## src/fdtp_pkg.sv

```systemverilog
// ----------------------------------------------------------------------------
// fdtp_pkg: shared definitions for the structure block token parser
// Token values, word classes, result event codes and the types that travel
// between the classifier, the queue and the execution stage.
// ----------------------------------------------------------------------------
package fdtp_pkg;

   localparam int MAX_DEPTH  = 64;
   localparam int NEST_W     = $clog2(MAX_DEPTH + 1);
   localparam int DEPTH_W    = 7;
   localparam int WORD_W     = 32;
   localparam int EVENT_W    = 4;
   localparam int QUEUE_DEPTH = 2;
   localparam int QPTR_W     = $clog2(QUEUE_DEPTH);
   localparam int QCNT_W     = $clog2(QUEUE_DEPTH + 1);

   localparam logic [WORD_W-1:0] WORD_BYTES = 32'd4;

   localparam logic [WORD_W-1:0] TOK_BEGIN   = 32'h0000_0001;
   localparam logic [WORD_W-1:0] TOK_ENDNODE = 32'h0000_0002;
   localparam logic [WORD_W-1:0] TOK_PROP    = 32'h0000_0003;
   localparam logic [WORD_W-1:0] TOK_NOP     = 32'h0000_0004;
   localparam logic [WORD_W-1:0] TOK_END     = 32'h0000_0009;

   localparam logic [2:0] KIND_BEGIN   = 3'd0;
   localparam logic [2:0] KIND_ENDNODE = 3'd1;
   localparam logic [2:0] KIND_PROP    = 3'd2;
   localparam logic [2:0] KIND_NOP     = 3'd3;
   localparam logic [2:0] KIND_END     = 3'd4;
   localparam logic [2:0] KIND_OTHER   = 3'd5;

   localparam logic [EVENT_W-1:0] EV_BEGIN     = 4'd0;
   localparam logic [EVENT_W-1:0] EV_ENDNODE   = 4'd1;
   localparam logic [EVENT_W-1:0] EV_PROP      = 4'd2;
   localparam logic [EVENT_W-1:0] EV_NOP       = 4'd3;
   localparam logic [EVENT_W-1:0] EV_END       = 4'd4;
   localparam logic [EVENT_W-1:0] EV_NAME      = 4'd5;
   localparam logic [EVENT_W-1:0] EV_LENWORD   = 4'd6;
   localparam logic [EVENT_W-1:0] EV_DATA      = 4'd7;
   localparam logic [EVENT_W-1:0] EV_BADTOKEN  = 4'd8;
   localparam logic [EVENT_W-1:0] EV_IGNORED   = 4'd9;
   localparam logic [EVENT_W-1:0] EV_UNDERFLOW = 4'd10;
   localparam logic [EVENT_W-1:0] EV_OVERFLOW  = 4'd11;

   typedef struct packed {
      logic [WORD_W-1:0] word;
      logic [2:0]        kind;
      logic              zero_byte;
   } fdtp_item_type;

endpackage

```

## src/fdtp_front.sv

```systemverilog
// ----------------------------------------------------------------------------
// fdtp_front: word classifier
// Registers each incoming word together with its token class and a flag
// that marks a word holding a zero byte.
// ----------------------------------------------------------------------------
module fdtp_front import fdtp_pkg::*; (
   input  logic          clock,
   input  logic          reset,
   input  logic          in_valid,
   output logic          in_ready,
   input  logic [31:0]   in_word,
   output logic          out_valid,
   input  logic          out_ready,
   output fdtp_item_type out_item
);

   logic          valid_ff, valid_in;
   fdtp_item_type item_ff, item_in;
   logic          load;

   always_comb begin
      item_in.word = in_word;
      item_in.zero_byte = (in_word[31:24] == 8'h00) || (in_word[23:16] == 8'h00) ||
                          (in_word[15:8] == 8'h00) || (in_word[7:0] == 8'h00);
      priority if (in_word == TOK_BEGIN) begin
         item_in.kind = KIND_BEGIN;
      end else if (in_word == TOK_ENDNODE) begin
         item_in.kind = KIND_ENDNODE;
      end else if (in_word == TOK_PROP) begin
         item_in.kind = KIND_PROP;
      end else if (in_word == TOK_NOP) begin
         item_in.kind = KIND_NOP;
      end else if (in_word == TOK_END) begin
         item_in.kind = KIND_END;
      end else begin
         item_in.kind = KIND_OTHER;
      end
   end

   assign in_ready = !valid_ff || out_ready;
   assign load     = in_valid && in_ready;
   assign valid_in = load || (valid_ff && !out_ready);

   always_ff @(posedge clock) begin
      if (reset) begin
         valid_ff <= 1'b0;
      end else begin
         valid_ff <= valid_in;
      end
   end

   always_ff @(posedge clock) begin
      if (load) begin
         item_ff <= item_in;
      end
   end

   assign out_valid = valid_ff;
   assign out_item  = item_ff;

endmodule

```

## src/fdtp_queue.sv

```systemverilog
// ----------------------------------------------------------------------------
// fdtp_queue: short queue between classifier and execution stage
// A two-entry first-in first-out buffer of classified words.
// ----------------------------------------------------------------------------
module fdtp_queue import fdtp_pkg::*; (
   input  logic          clock,
   input  logic          reset,
   input  logic          push_valid,
   output logic          push_ready,
   input  fdtp_item_type push_item,
   output logic          pop_valid,
   input  logic          pop_ready,
   output fdtp_item_type pop_item
);

   fdtp_item_type            slot_ff [QUEUE_DEPTH];
   logic [QPTR_W-1:0]        wr_ptr_ff, wr_ptr_in;
   logic [QPTR_W-1:0]        rd_ptr_ff, rd_ptr_in;
   logic [QCNT_W-1:0]        count_ff, count_in;
   logic                     push, pop;

   assign push_ready = count_ff != QCNT_W'(QUEUE_DEPTH);
   assign pop_valid  = count_ff != '0;
   assign pop_item   = slot_ff[rd_ptr_ff];
   assign push       = push_valid && push_ready;
   assign pop        = pop_valid && pop_ready;

   always_comb begin
      wr_ptr_in = wr_ptr_ff;
      rd_ptr_in = rd_ptr_ff;
      count_in  = count_ff;
      if (push) begin
         wr_ptr_in = (wr_ptr_ff == QPTR_W'(QUEUE_DEPTH - 1)) ? '0 : wr_ptr_ff + QPTR_W'(1);
      end
      if (pop) begin
         rd_ptr_in = (rd_ptr_ff == QPTR_W'(QUEUE_DEPTH - 1)) ? '0 : rd_ptr_ff + QPTR_W'(1);
      end
      if (push && !pop) begin
         count_in = count_ff + QCNT_W'(1);
      end else if (pop && !push) begin
         count_in = count_ff - QCNT_W'(1);
      end
   end

   always_ff @(posedge clock) begin
      if (reset) begin
         wr_ptr_ff <= '0;
         rd_ptr_ff <= '0;
         count_ff  <= '0;
      end else begin
         wr_ptr_ff <= wr_ptr_in;
         rd_ptr_ff <= rd_ptr_in;
         count_ff  <= count_in;
      end
   end

   always_ff @(posedge clock) begin
      if (push) begin
         slot_ff[wr_ptr_ff] <= push_item;
      end
   end

endmodule

```

## src/fdtp_back.sv

```systemverilog
// ----------------------------------------------------------------------------
// fdtp_back: parse state and result register
// Applies each classified word to the parse phase, nesting depth and
// property byte count, and holds the result until the consumer takes it.
// ----------------------------------------------------------------------------
module fdtp_back import fdtp_pkg::*; (
   input  logic               clock,
   input  logic               reset,
   input  logic               in_valid,
   output logic               in_ready,
   input  fdtp_item_type      in_item,
   output logic               rsp_valid,
   input  logic               rsp_ready,
   output logic [EVENT_W-1:0] rsp_event,
   output logic [DEPTH_W-1:0] rsp_depth,
   output logic [WORD_W-1:0]  rsp_prop_length,
   output logic [WORD_W-1:0]  rsp_name_offset,
   output logic [WORD_W-1:0]  rsp_data_value,
   output logic               rsp_finished
);

   localparam logic [2:0] PH_TOKEN   = 3'd0;
   localparam logic [2:0] PH_NAME    = 3'd1;
   localparam logic [2:0] PH_LEN     = 3'd2;
   localparam logic [2:0] PH_NAMEOFF = 3'd3;
   localparam logic [2:0] PH_DATA    = 3'd4;
   localparam logic [2:0] PH_DONE    = 3'd5;

   logic [2:0]         phase_ff, phase_in;
   logic [NEST_W-1:0]  nest_ff, nest_in;
   logic [WORD_W-1:0]  bytes_left_ff, bytes_left_in;
   logic [WORD_W-1:0]  held_length_ff, held_length_in;
   logic               valid_ff, valid_in;
   logic [EVENT_W-1:0] event_ff, event_in;
   logic [DEPTH_W-1:0] depth_ff;
   logic [WORD_W-1:0]  plen_ff, plen_in;
   logic [WORD_W-1:0]  noff_ff, noff_in;
   logic [WORD_W-1:0]  dval_ff, dval_in;
   logic               finished_ff;
   logic               take;

   always_comb begin
      phase_in       = phase_ff;
      nest_in        = nest_ff;
      bytes_left_in  = bytes_left_ff;
      held_length_in = held_length_ff;
      event_in       = EV_IGNORED;
      plen_in        = '0;
      noff_in        = '0;
      dval_in        = '0;
      unique case (phase_ff)
         PH_NAME: begin
            event_in = EV_NAME;
            dval_in  = in_item.word;
            if (in_item.zero_byte) begin
               phase_in = PH_TOKEN;
            end
         end
         PH_LEN: begin
            event_in       = EV_LENWORD;
            plen_in        = in_item.word;
            held_length_in = in_item.word;
            phase_in       = PH_NAMEOFF;
         end
         PH_NAMEOFF: begin
            event_in      = EV_PROP;
            plen_in       = held_length_ff;
            noff_in       = in_item.word;
            bytes_left_in = held_length_ff;
            phase_in      = (held_length_ff == '0) ? PH_TOKEN : PH_DATA;
         end
         PH_DATA: begin
            event_in = EV_DATA;
            dval_in  = in_item.word;
            if (bytes_left_ff > WORD_BYTES) begin
               bytes_left_in = bytes_left_ff - WORD_BYTES;
            end else begin
               bytes_left_in = '0;
               phase_in      = PH_TOKEN;
            end
         end
         PH_DONE: begin
            event_in = EV_IGNORED;
         end
         default: begin
            phase_in = PH_TOKEN;
            unique case (in_item.kind)
               KIND_BEGIN: begin
                  phase_in = PH_NAME;
                  if (nest_ff >= NEST_W'(MAX_DEPTH)) begin
                     nest_in  = NEST_W'(MAX_DEPTH);
                     event_in = EV_OVERFLOW;
                  end else begin
                     nest_in  = nest_ff + NEST_W'(1);
                     event_in = EV_BEGIN;
                  end
               end
               KIND_ENDNODE: begin
                  if (nest_ff == '0) begin
                     event_in = EV_UNDERFLOW;
                  end else begin
                     nest_in  = nest_ff - NEST_W'(1);
                     event_in = EV_ENDNODE;
                  end
               end
               KIND_PROP: begin
                  event_in = EV_LENWORD;
                  phase_in = PH_LEN;
               end
               KIND_NOP: begin
                  event_in = EV_NOP;
               end
               KIND_END: begin
                  event_in = EV_END;
                  phase_in = PH_DONE;
               end
               default: begin
                  event_in = EV_BADTOKEN;
               end
            endcase
         end
      endcase
   end

   assign in_ready = !valid_ff || rsp_ready;
   assign take     = in_valid && in_ready;
   assign valid_in = take || (valid_ff && !rsp_ready);

   always_ff @(posedge clock) begin
      if (reset) begin
         valid_ff       <= 1'b0;
         phase_ff       <= PH_TOKEN;
         nest_ff        <= '0;
         bytes_left_ff  <= '0;
         held_length_ff <= '0;
      end else begin
         valid_ff <= valid_in;
         if (take) begin
            phase_ff       <= phase_in;
            nest_ff        <= nest_in;
            bytes_left_ff  <= bytes_left_in;
            held_length_ff <= held_length_in;
         end
      end
   end

   always_ff @(posedge clock) begin
      if (take) begin
         event_ff    <= event_in;
         depth_ff    <= DEPTH_W'(nest_in);
         plen_ff     <= plen_in;
         noff_ff     <= noff_in;
         dval_ff     <= dval_in;
         finished_ff <= (phase_in == PH_DONE);
      end
   end

   assign rsp_valid       = valid_ff;
   assign rsp_event       = event_ff;
   assign rsp_depth       = depth_ff;
   assign rsp_prop_length = plen_ff;
   assign rsp_name_offset = noff_ff;
   assign rsp_data_value  = dval_ff;
   assign rsp_finished    = finished_ff;

   a_depth_bound: assert property (@(posedge clock) disable iff (reset)
      nest_ff <= NEST_W'(MAX_DEPTH))
      else $error("nesting level exceeds the maximum depth");

   a_done_sticky: assert property (@(posedge clock) disable iff (reset)
      phase_ff == PH_DONE |=> phase_ff == PH_DONE)
      else $error("parser left the done phase");

   a_data_pending: assert property (@(posedge clock) disable iff (reset)
      phase_ff == PH_DATA |-> bytes_left_ff != '0)
      else $error("data phase with no bytes left");

   a_finished_event: assert property (@(posedge clock) disable iff (reset)
      rsp_valid && rsp_finished |-> rsp_event == EV_END || rsp_event == EV_IGNORED)
      else $error("finished flag on a result that is neither end nor ignored");

endmodule

```

## src/fdt_struct_token_parser_top.sv

```systemverilog
// ----------------------------------------------------------------------------
// fdt_struct_token_parser_top: device tree structure block token parser
// Classifies each 32-bit structure block word and reports one result per
// word with the event, the nesting depth and the property fields.
//
//   Channel  Direction  Payload
//   req_*    in         tdata[31:0] word
//   rsp_*    out        tuser[3:0] event_res; tdata depth, prop_length,
//                       name_offset, data_value, finished
//
// One word is accepted and one result leaves per cycle while the result side is ready.
// A result passes the classifier register and the queue, then waits in the result
// register of the execution stage until it is taken.
// Reset clears the parse phase, depth and byte counters and empties the queue.
// A stall on the result side fills the queue, then holds req_tready low.
// ----------------------------------------------------------------------------
module fdt_struct_token_parser_top import fdtp_pkg::*; (
   input  logic         clock,
   input  logic         reset,
   input  logic         req_tvalid,
   output logic         req_tready,
   input  logic [31:0]  req_tdata,   // [31:0] word
   output logic         rsp_tvalid,
   input  logic         rsp_tready,
   output logic [103:0] rsp_tdata,   // [6:0] depth, [38:7] prop_length,
                                     // [70:39] name_offset, [102:71] data_value,
                                     // [103] finished
   output logic [3:0]   rsp_tuser    // [3:0] event_res
);

   logic          front_valid, front_ready;
   fdtp_item_type front_item;
   logic          queue_valid, queue_ready;
   fdtp_item_type queue_item;
   logic [DEPTH_W-1:0] depth;
   logic [WORD_W-1:0]  prop_length, name_offset, data_value;
   logic               finished;

   fdtp_front u_front (
      .clock     (clock),
      .reset     (reset),
      .in_valid  (req_tvalid),
      .in_ready  (req_tready),
      .in_word   (req_tdata),
      .out_valid (front_valid),
      .out_ready (front_ready),
      .out_item  (front_item)
   );

   fdtp_queue u_queue (
      .clock      (clock),
      .reset      (reset),
      .push_valid (front_valid),
      .push_ready (front_ready),
      .push_item  (front_item),
      .pop_valid  (queue_valid),
      .pop_ready  (queue_ready),
      .pop_item   (queue_item)
   );

   fdtp_back u_back (
      .clock           (clock),
      .reset           (reset),
      .in_valid        (queue_valid),
      .in_ready        (queue_ready),
      .in_item         (queue_item),
      .rsp_valid       (rsp_tvalid),
      .rsp_ready       (rsp_tready),
      .rsp_event       (rsp_tuser),
      .rsp_depth       (depth),
      .rsp_prop_length (prop_length),
      .rsp_name_offset (name_offset),
      .rsp_data_value  (data_value),
      .rsp_finished    (finished)
   );

   assign rsp_tdata = {finished, data_value, name_offset, prop_length, depth};

endmodule

```

## config.mk

```make
export PLATFORM = sky130hd
export DESIGN_NAME = fdt_struct_token_parser_top
export DESIGN_NICKNAME = d
export VERILOG_FILES = /design/src/fdtp_pkg.sv /design/src/fdtp_front.sv /design/src/fdtp_queue.sv /design/src/fdtp_back.sv /design/src/fdt_struct_token_parser_top.sv
export SDC_FILE = /design/constraint.sdc
export NUM_CORES = 1
export LEC_CHECK = 0
export ABC_AREA = 1
export ABC_CLOCK_PERIOD_IN_PS = 4980
export BUFFER_PORTS_ARGS = -buffer_cell sky130_fd_sc_hd__buf_2
export CAP_MARGIN = 20
export CORE_MARGIN = 2
export CORE_UTILIZATION = 58
export DETAILED_ROUTE_END_ITERATION = 12
export PLACE_DENSITY = 0.79
export REMOVE_ABC_BUFFERS = 1
export SLEW_MARGIN = 20
export SYNTH_ARGS = -nofsm -noshare
export SYNTH_HDL_FRONTEND = slang
export SYNTH_SLANG_ARGS = --single-unit
```

## constraint.sdc

```tcl
create_clock -name clock -period 4.98 [get_ports clock]
set_input_delay 0.249 -clock clock [delete_from_list [all_inputs] [get_ports clock]]
set_output_delay 0.249 -clock clock [all_outputs]
set_load 0.005 [all_outputs]
```

## After elaboration in Yosys (flattened, before gate mapping)

Memory sizes are Yosys's and may differ from the RTL's. A register that Yosys moved wholly into a read port is not among the register bits.
Cells that the tools add are included.

- Flip-flop bits (word level): 224
- Latch bits: 0
- Bits in writable memories: 72
- Memory bits (read-only): 0
- Bits of input ports: 36
- Logic and storage cells: 110
- Memories kept: 1

- Add/sub/neg operators: 7
- Multipliers: 0
- Divide/modulo/power cells: 0
- Order comparisons: 2
- Equal/unequal tests: 16
- Shift-type cells: 0
- Multiplexer cells: 28
- Bitwise logic cells: 0
- Reductions and logical operators: 36

Memories:

| name | words | bits a word | rd ports | clocked after memory_dff | wr ports | line | text |
|---|---|---|---|---|---|---|---|
| u_queue.slot_ff | 2 | 36 | 1 | 1 | 1 | fdtp_queue.sv:16 | `fdtp_item_type slot_ff [QUEUE_DEPTH];` |

Operator list:

| kind | count |
|---|---|
| $pmux 32 s2 | 2 |
| $eq 32x2->1 const B | 2 |
| $pmux 4 s5 | 2 |
| $eq 32x1->1 const B | 1 |
| $eq 32x3->1 const B | 1 |
| $eq 32x4->1 const B | 1 |
| $gt 32x3->1 const B | 1 |
| $logic_not 32->1 | 1 |
| $logic_not 8->1 | 4 |
| $mux 32 | 1 |
| $sub 32x3->32 const B | 1 |
| $mux 7 | 3 |
| $pmux 3 s5 | 1 |
| $pmux 7 s2 | 1 |
| $eq 3x2->1 const B | 4 |
| $eq 3x3->1 const B | 4 |
| $mux 3 | 3 |
| $pmux 3 s3 | 1 |
| $mux 1 | 8 |
| $mux 2 | 4 |
| $mux 4 | 2 |
| $add 7x1->7 const B | 1 |
| $ge 7x7->1 const B | 1 |
| $logic_and 1x1->1 | 7 |
| 15 further kinds | 32 |

## Longest topological paths before layout

- Depth in word-level cells: 6
- Mapped depth: 12
- Depth with buffers taken out: 12

## Hierarchy

From an unflattened synthesis, not the netlist that was laid out.

- Cell total of the unflattened synthesis: 1221
- Area, all modules: 12858.6 sq um

Modules (own cells, without submodules):

| module | instances | cells each | area each (sq um) |
|---|---|---|---|
| fdtp_back | 1 | 969 | 8471.9 |
| fdtp_queue | 1 | 149 | 2990.4 |
| fdtp_front | 1 | 102 | 1388.8 |
| fdt_struct_token_parser_top | 1 | 1 | 7.5 |

## Worst setup path after synthesis

No wires, ideal clock.

- Path kind: register to register
- Start point: reg u_back.valid_ff (netlist: u_back.rsp_valid)
- End point: reg u_back.dval_ff[0] (netlist: u_back.rsp_data_value[0]), enable pin
- Setup time: 0.514 ns
- Arrival: 3.921 ns
- Data required time: 4.466 ns
- Slack: 0.545 ns
- Stages on the path, launching flop included: 6
- Path buffers: 2
- Period minus slack after synthesis: 4.435 ns
- Cell sequence: dfxtp_1 -> nand2_1 -> o21ai_1 -> buf_2 -> inv_1 -> clkbuf_1

- Longest elaborated chain between the ends: 3

RTL lines:

| element | line | text |
|---|---|---|
| start: declaration | fdtp_back.sv:33 | `logic valid_ff, valid_in;` |
| start signal: assignment | fdtp_back.sv:137 | `valid_ff <= valid_in;` |
| $logic_not 1->1 | fdtp_back.sv:125 | `assign in_ready = !valid_ff \|\| rsp_ready;` |
| $logic_or 1x1->1 | fdtp_back.sv:125 |  |
| $logic_and 1x1->1 | fdtp_back.sv:126 | `assign take = in_valid && in_ready;` |
| net u_back.take | fdtp_back.sv:40 | `logic take;` |
| end signal: assignment | fdtp_back.sv:153 | `dval_ff <= dval_in;` |
| end: declaration | fdtp_back.sv:38 | `logic [WORD_W-1:0] dval_ff, dval_in;` |

The timed path passes the listed nets, and every way through them passes these cells.
A chain may end at the register's enable or synchronous reset.

## Worst setup path in the final report

- Start point: reg u_back.phase_ff[2]
- End point: reg u_back.plen_ff[26] (netlist: u_back.rsp_prop_length[26]), data pin

- Longest elaborated chain between the ends: 2

RTL lines:

| element | line | text |
|---|---|---|
| start: declaration | fdtp_back.sv:29 | `logic [2:0] phase_ff, phase_in;` |
| start signal: assignment | fdtp_back.sv:139 | `phase_ff <= phase_in;` |
| $eq 3x2->1 | fdtp_back.sv:51 | `unique case (phase_ff)` |
| $pmux 32 s2 (*) | fdtp_back.sv:51 |  |
| net u_back.plen_in[26] | fdtp_back.sv:36 | `logic [WORD_W-1:0] plen_ff, plen_in;` |
| end signal: assignment | fdtp_back.sv:151 | `plen_ff <= plen_in;` |
| end: declaration | fdtp_back.sv:36 |  |

Mark *: on every way through the listed nets, which the timed path passes. The rest lies on a longest branch.

==> key figures <==
Status
  – Status: finished clean

Finish
  – # fillers: ~1500
  – Nets@finish: 1364
  – Layout Cells excl Fill: 1619
  – Commonest non-fill, non-tap cell in the layout: edfxtp_1
  – Area of the multi-input gates: 3687 um2
  – Most frequent cells in the layout: 216 x edfxtp_1, 192 x nor2_1, 172 x nand2_1
  – Finished Cell Area: around 15000 um2
  – Reg area: 8109 um2
  – Layout Utilization: 69.97%
  – Layout cell share with drive strength beyond 1: 17.63%
  – N_diodes: 0
  – Area Overhead vs Synth: 19.12%

Worst setup path
  – CP Launch Type: flip-flop
  – CP max-delay cell: clkinv_1
  – CP max stage delay: 1.17 ns
  – Reg2reg path depth: 5
  – WP data arrival: 3.37 ns
  – Critical R2R Capture: u_back.rsp_prop_length[26]$_DFFE_PP_
  – Worst r2r src: u_back.phase_ff[2]$_SDFFE_PP0P_
  – Crit path capture type: flip-flop
  – Worst Path Required: 5.24 ns
  – Flop2flop setup slack: 1.87 ns
  – CP cell instances: inv_2 -> nand3_1 -> clkinv_1 -> nand2_1 -> o21ai_0
  – CP Class: reg -> reg
  – CP Max Fanout: 31
  – Worst Setup SP: u_back.phase_ff[2]$_SDFFE_PP0P_
  – Worst setup path end: u_back.rsp_prop_length[26]$_DFFE_PP_

Power
  – Switching Share: a little under two fifths
  – Clock share of power: 23.3%
  – Internal Power: 6191 uW
  – PwrDens: slightly below 700 nW/um2
  – Flop pwr share: 39.1%
  – LEAKAGE: 0.005899 uW
  – Combinational Power Share: around 38%
  – Switching power: roughly 3800 uW
  – Max VDD drop: roughly 0.35 mV

CTS
  – Post-CTS Setup Bufs: 0
  – CTS tree: built
  – CTS max path bufs: 3
  – CTS resizes: 0
  – Clock Latency Late Sink: 0.54 ns
  – H-tree depth: 1
  – CTS Hold Bufs: 34
  – Total CTS buffers: 29
  – Clock Pin Slew Worst Setup and Hold Paths: 0.06 ns
  – Num Clock Sinks: 297
  – Clock Tree Root: clkbuf_16

Min path
  – Hold Path Class: in -> reg
  – Hold Path Stages: 2

Detailed routing
  – Drt drc: 0
  – Via density: 5.610
  – Drt pass-1 iters: 5
  – DR iter-0 viols: 794
  – Routed len/inst: 17.68 um
  – Final antenna-violating net count: 0
  – Via count: 9083
  – Final wirelength: around 29000 um

STA
  – Slew headroom: 26.40%
  – Minimum clock period: slightly above 3 ns
  – Worst slew pin tran: 1.097 ns
  – Fin Hold WS: 0.3668 ns
  – Setup_tns: 0 ns
  – Hold Vio Cnt, Final: 0
  – Setup violators final: 0
  – Final Cycle Share: 62.43%
  – Clock Skew: 0.01241 ns
  – RSZ-0062 raised after global routing: false
  – Pins Over Slew Limit: 0
  – FMAX: 0.3216 GHz

Flow run
  – Max-cap violations: 0

Global route
  – Vias in the first global route: around 8500
  – Initial antenna violation count: 0
  – Total congestion overflow: 0
  – Global-route wire length before repair: 43680 um
  – GRT Overall Usage: 25.01%
  – Largest net degree at the start of global routing: 84

Floorplanning
  – Die X: between 100 and 150 um
  – Die area: 22340 um2
  – # rows: 53
  – Ports: ~150
  – Height of the die: 149.5 um
  – Core area: 20890 um2
  – Initial Util: 58.74%

Placement
  – Detail Placement HPWL: around 18000 um
  – Cells after DPL: between 1500 and 2000
  – Area after DPL: 13230 um2
  – Port bufs: 145
  – GPL Wtd Cong: 0.9170

Synthesis
  – Synth cell types: 39
  – FF+latch count, synth: ~300
  – Mean post-synth cell area: 10.70 um2
  – Post-synth EDFFs: roughly 220
  – Mapped cell area: 12270 um2
  – Post-Syn Instances: about 1100
  – Synth warn: 0
  – Seq/Total Area, Yosys: 66.08%
  – Top FF cell, synth: edfxtp_1
  – Fraction of registers with async set/reset: 0%
-- final cells by class --
type	count	area share (%)
multi-input cells	727	25.23
clock buffers	35	5.470
flip-flops and latches	297	55.48
well taps	275	2.354
clock inverters	18	1.558
inverters	78	2.020
repair buffers	189	7.893
-- sequential cells by signal, summed over array words and instances (netlist names), 2 cells and up, named ones only --
signal / cells
u_queue.slot_ff: 72
u_back.phase_ff: 3
u_back.nest_ff: 7
u_back.rsp_data_value: 32
u_back.rsp_depth: 7
u_back.bytes_left_ff: 32
u_back.rsp_name_offset: 32
u_back.rsp_prop_length: 32
u_queue.count_ff: 2
u_back.held_length_ff: 32
u_front.out_item: 36
u_back.rsp_event: 4
-- worst min path at each step --
stage | start | end | slack (ns)
after floorplan | reset | u_back.bytes_left_ff[0]$_SDFFE_PP0P_ | 0.32
after global placement | u_front.out_item[9]$_DFFE_PP_ | u_queue.slot_ff[0][9]$_DFFE_PP_ | 0.42
after detailed placement | u_front.out_item[23]$_DFFE_PP_ | u_queue.slot_ff[0][23]$_DFFE_PP_ | 0.43
after CTS | reset | u_queue.count_ff[0]$_SDFFE_PP0P_ | 0.37
after global routing | reset | u_queue.count_ff[0]$_SDFFE_PP0P_ | 0.42
final | reset | u_queue.count_ff[0]$_SDFFE_PP0P_ | 0.37
-- through the flow --
| stage | worst slack (ns) | total power (uW) |
|---|---|---|
| 2_1_floorplan | 1.326 | 6358 |
| 3_3_place_gp | 2.372 | 7532 |
| 3_5_place_dp | 2.243 | 7627 |
| 4_1_cts | 2.240 | 9975 |
| 5_1_grt | 1.649 | 10590 |
| 6_report | 1.871 | 9989 |
-- cell usage after synthesis, types with 2 or more instances --
| master | count | area share, % |
|---|---|---|
| nor4_1 | 9 | 0.46 |
| nand4_1 | 12 | 0.61 |
| dfxtp_1 | 81 | 13 |
| mux2i_1 | 32 | 2.6 |
| or2_2 | 4 | 0.20 |
| nand3_1 | 55 | 2.2 |
| clkbuf_1 | 28 | 0.86 |
| a211oi_1 | 32 | 2.0 |
| buf_2 | 14 | 0.57 |
| nor2_4 | 3 | 0.28 |
| ha_1 | 6 | 0.61 |
| xor2_1 | 15 | 1.1 |
| o21ai_0 | 78 | 3.2 |
| nand3b_1 | 2 | 0.12 |
| nand3_2 | 2 | 0.16 |
| nor2_2 | 3 | 0.15 |
| inv_1 | 72 | 2.2 |
| o21ai_1 | 3 | 0.12 |
| a31o_2 | 2 | 0.14 |
| nor3_2 | 3 | 0.24 |
| nor2_1 | 194 | 5.9 |
| a21oi_1 | 78 | 3.2 |
| buf_4 | 3 | 0.18 |
| inv_2 | 6 | 0.18 |
| edfxtp_1 | 216 | 53 |
| nor3_1 | 4 | 0.16 |
| nand2_1 | 172 | 5.3 |
| and2_1 | 3 | 0.15 |
| xnor2_1 | 5 | 0.36 |
-- power by group through the flow --
stage | combinational [uW] | clock [uW] | sequential, uW
floorplan | 2360 | 0 | 3990
global placement | 3600 | 0 | 3930
detailed placement | 3680 | 0 | 3950
CTS | 3730 | 2340 | 3910
global route | 4180 | 2430 | 3980
finish | 3750 | 2320 | 3910
-- critical path, delay by kind of cell, from the launching register on --
family | cells | cell delay (ns)
buf+inv | 2 | 1.25
simple gates | 2 | 1.01
compound gates | 1 | 0.14
flops | 1 | 0.43
-- logic make-up (layout without fill, tap and decap cells) --
group,Yosys count,count (layout),synth area share (%)
and+or+nand+nor,469,469,16.25
DFF,297,297,66.08
AOI/OAI and AO/OA,200,200,9.024
buffers and inverters,123,320,3.997
muxes,32,32,2.610
xor gates and xnor gates,20,20,1.428
adders and majority gates,6,6,0.6118
-- routing by layer --
layer  track usage, %  vias up  part of all wire [%]
met4            8.476        0                   2.4
met5                0        -                     0
met2            40.44      389                    49
met1            34.74     4307                    41
li1                 -     4341                     -
met3            4.146       46                   7.4
Note: power is estimated with default switching activity, not from simulation.
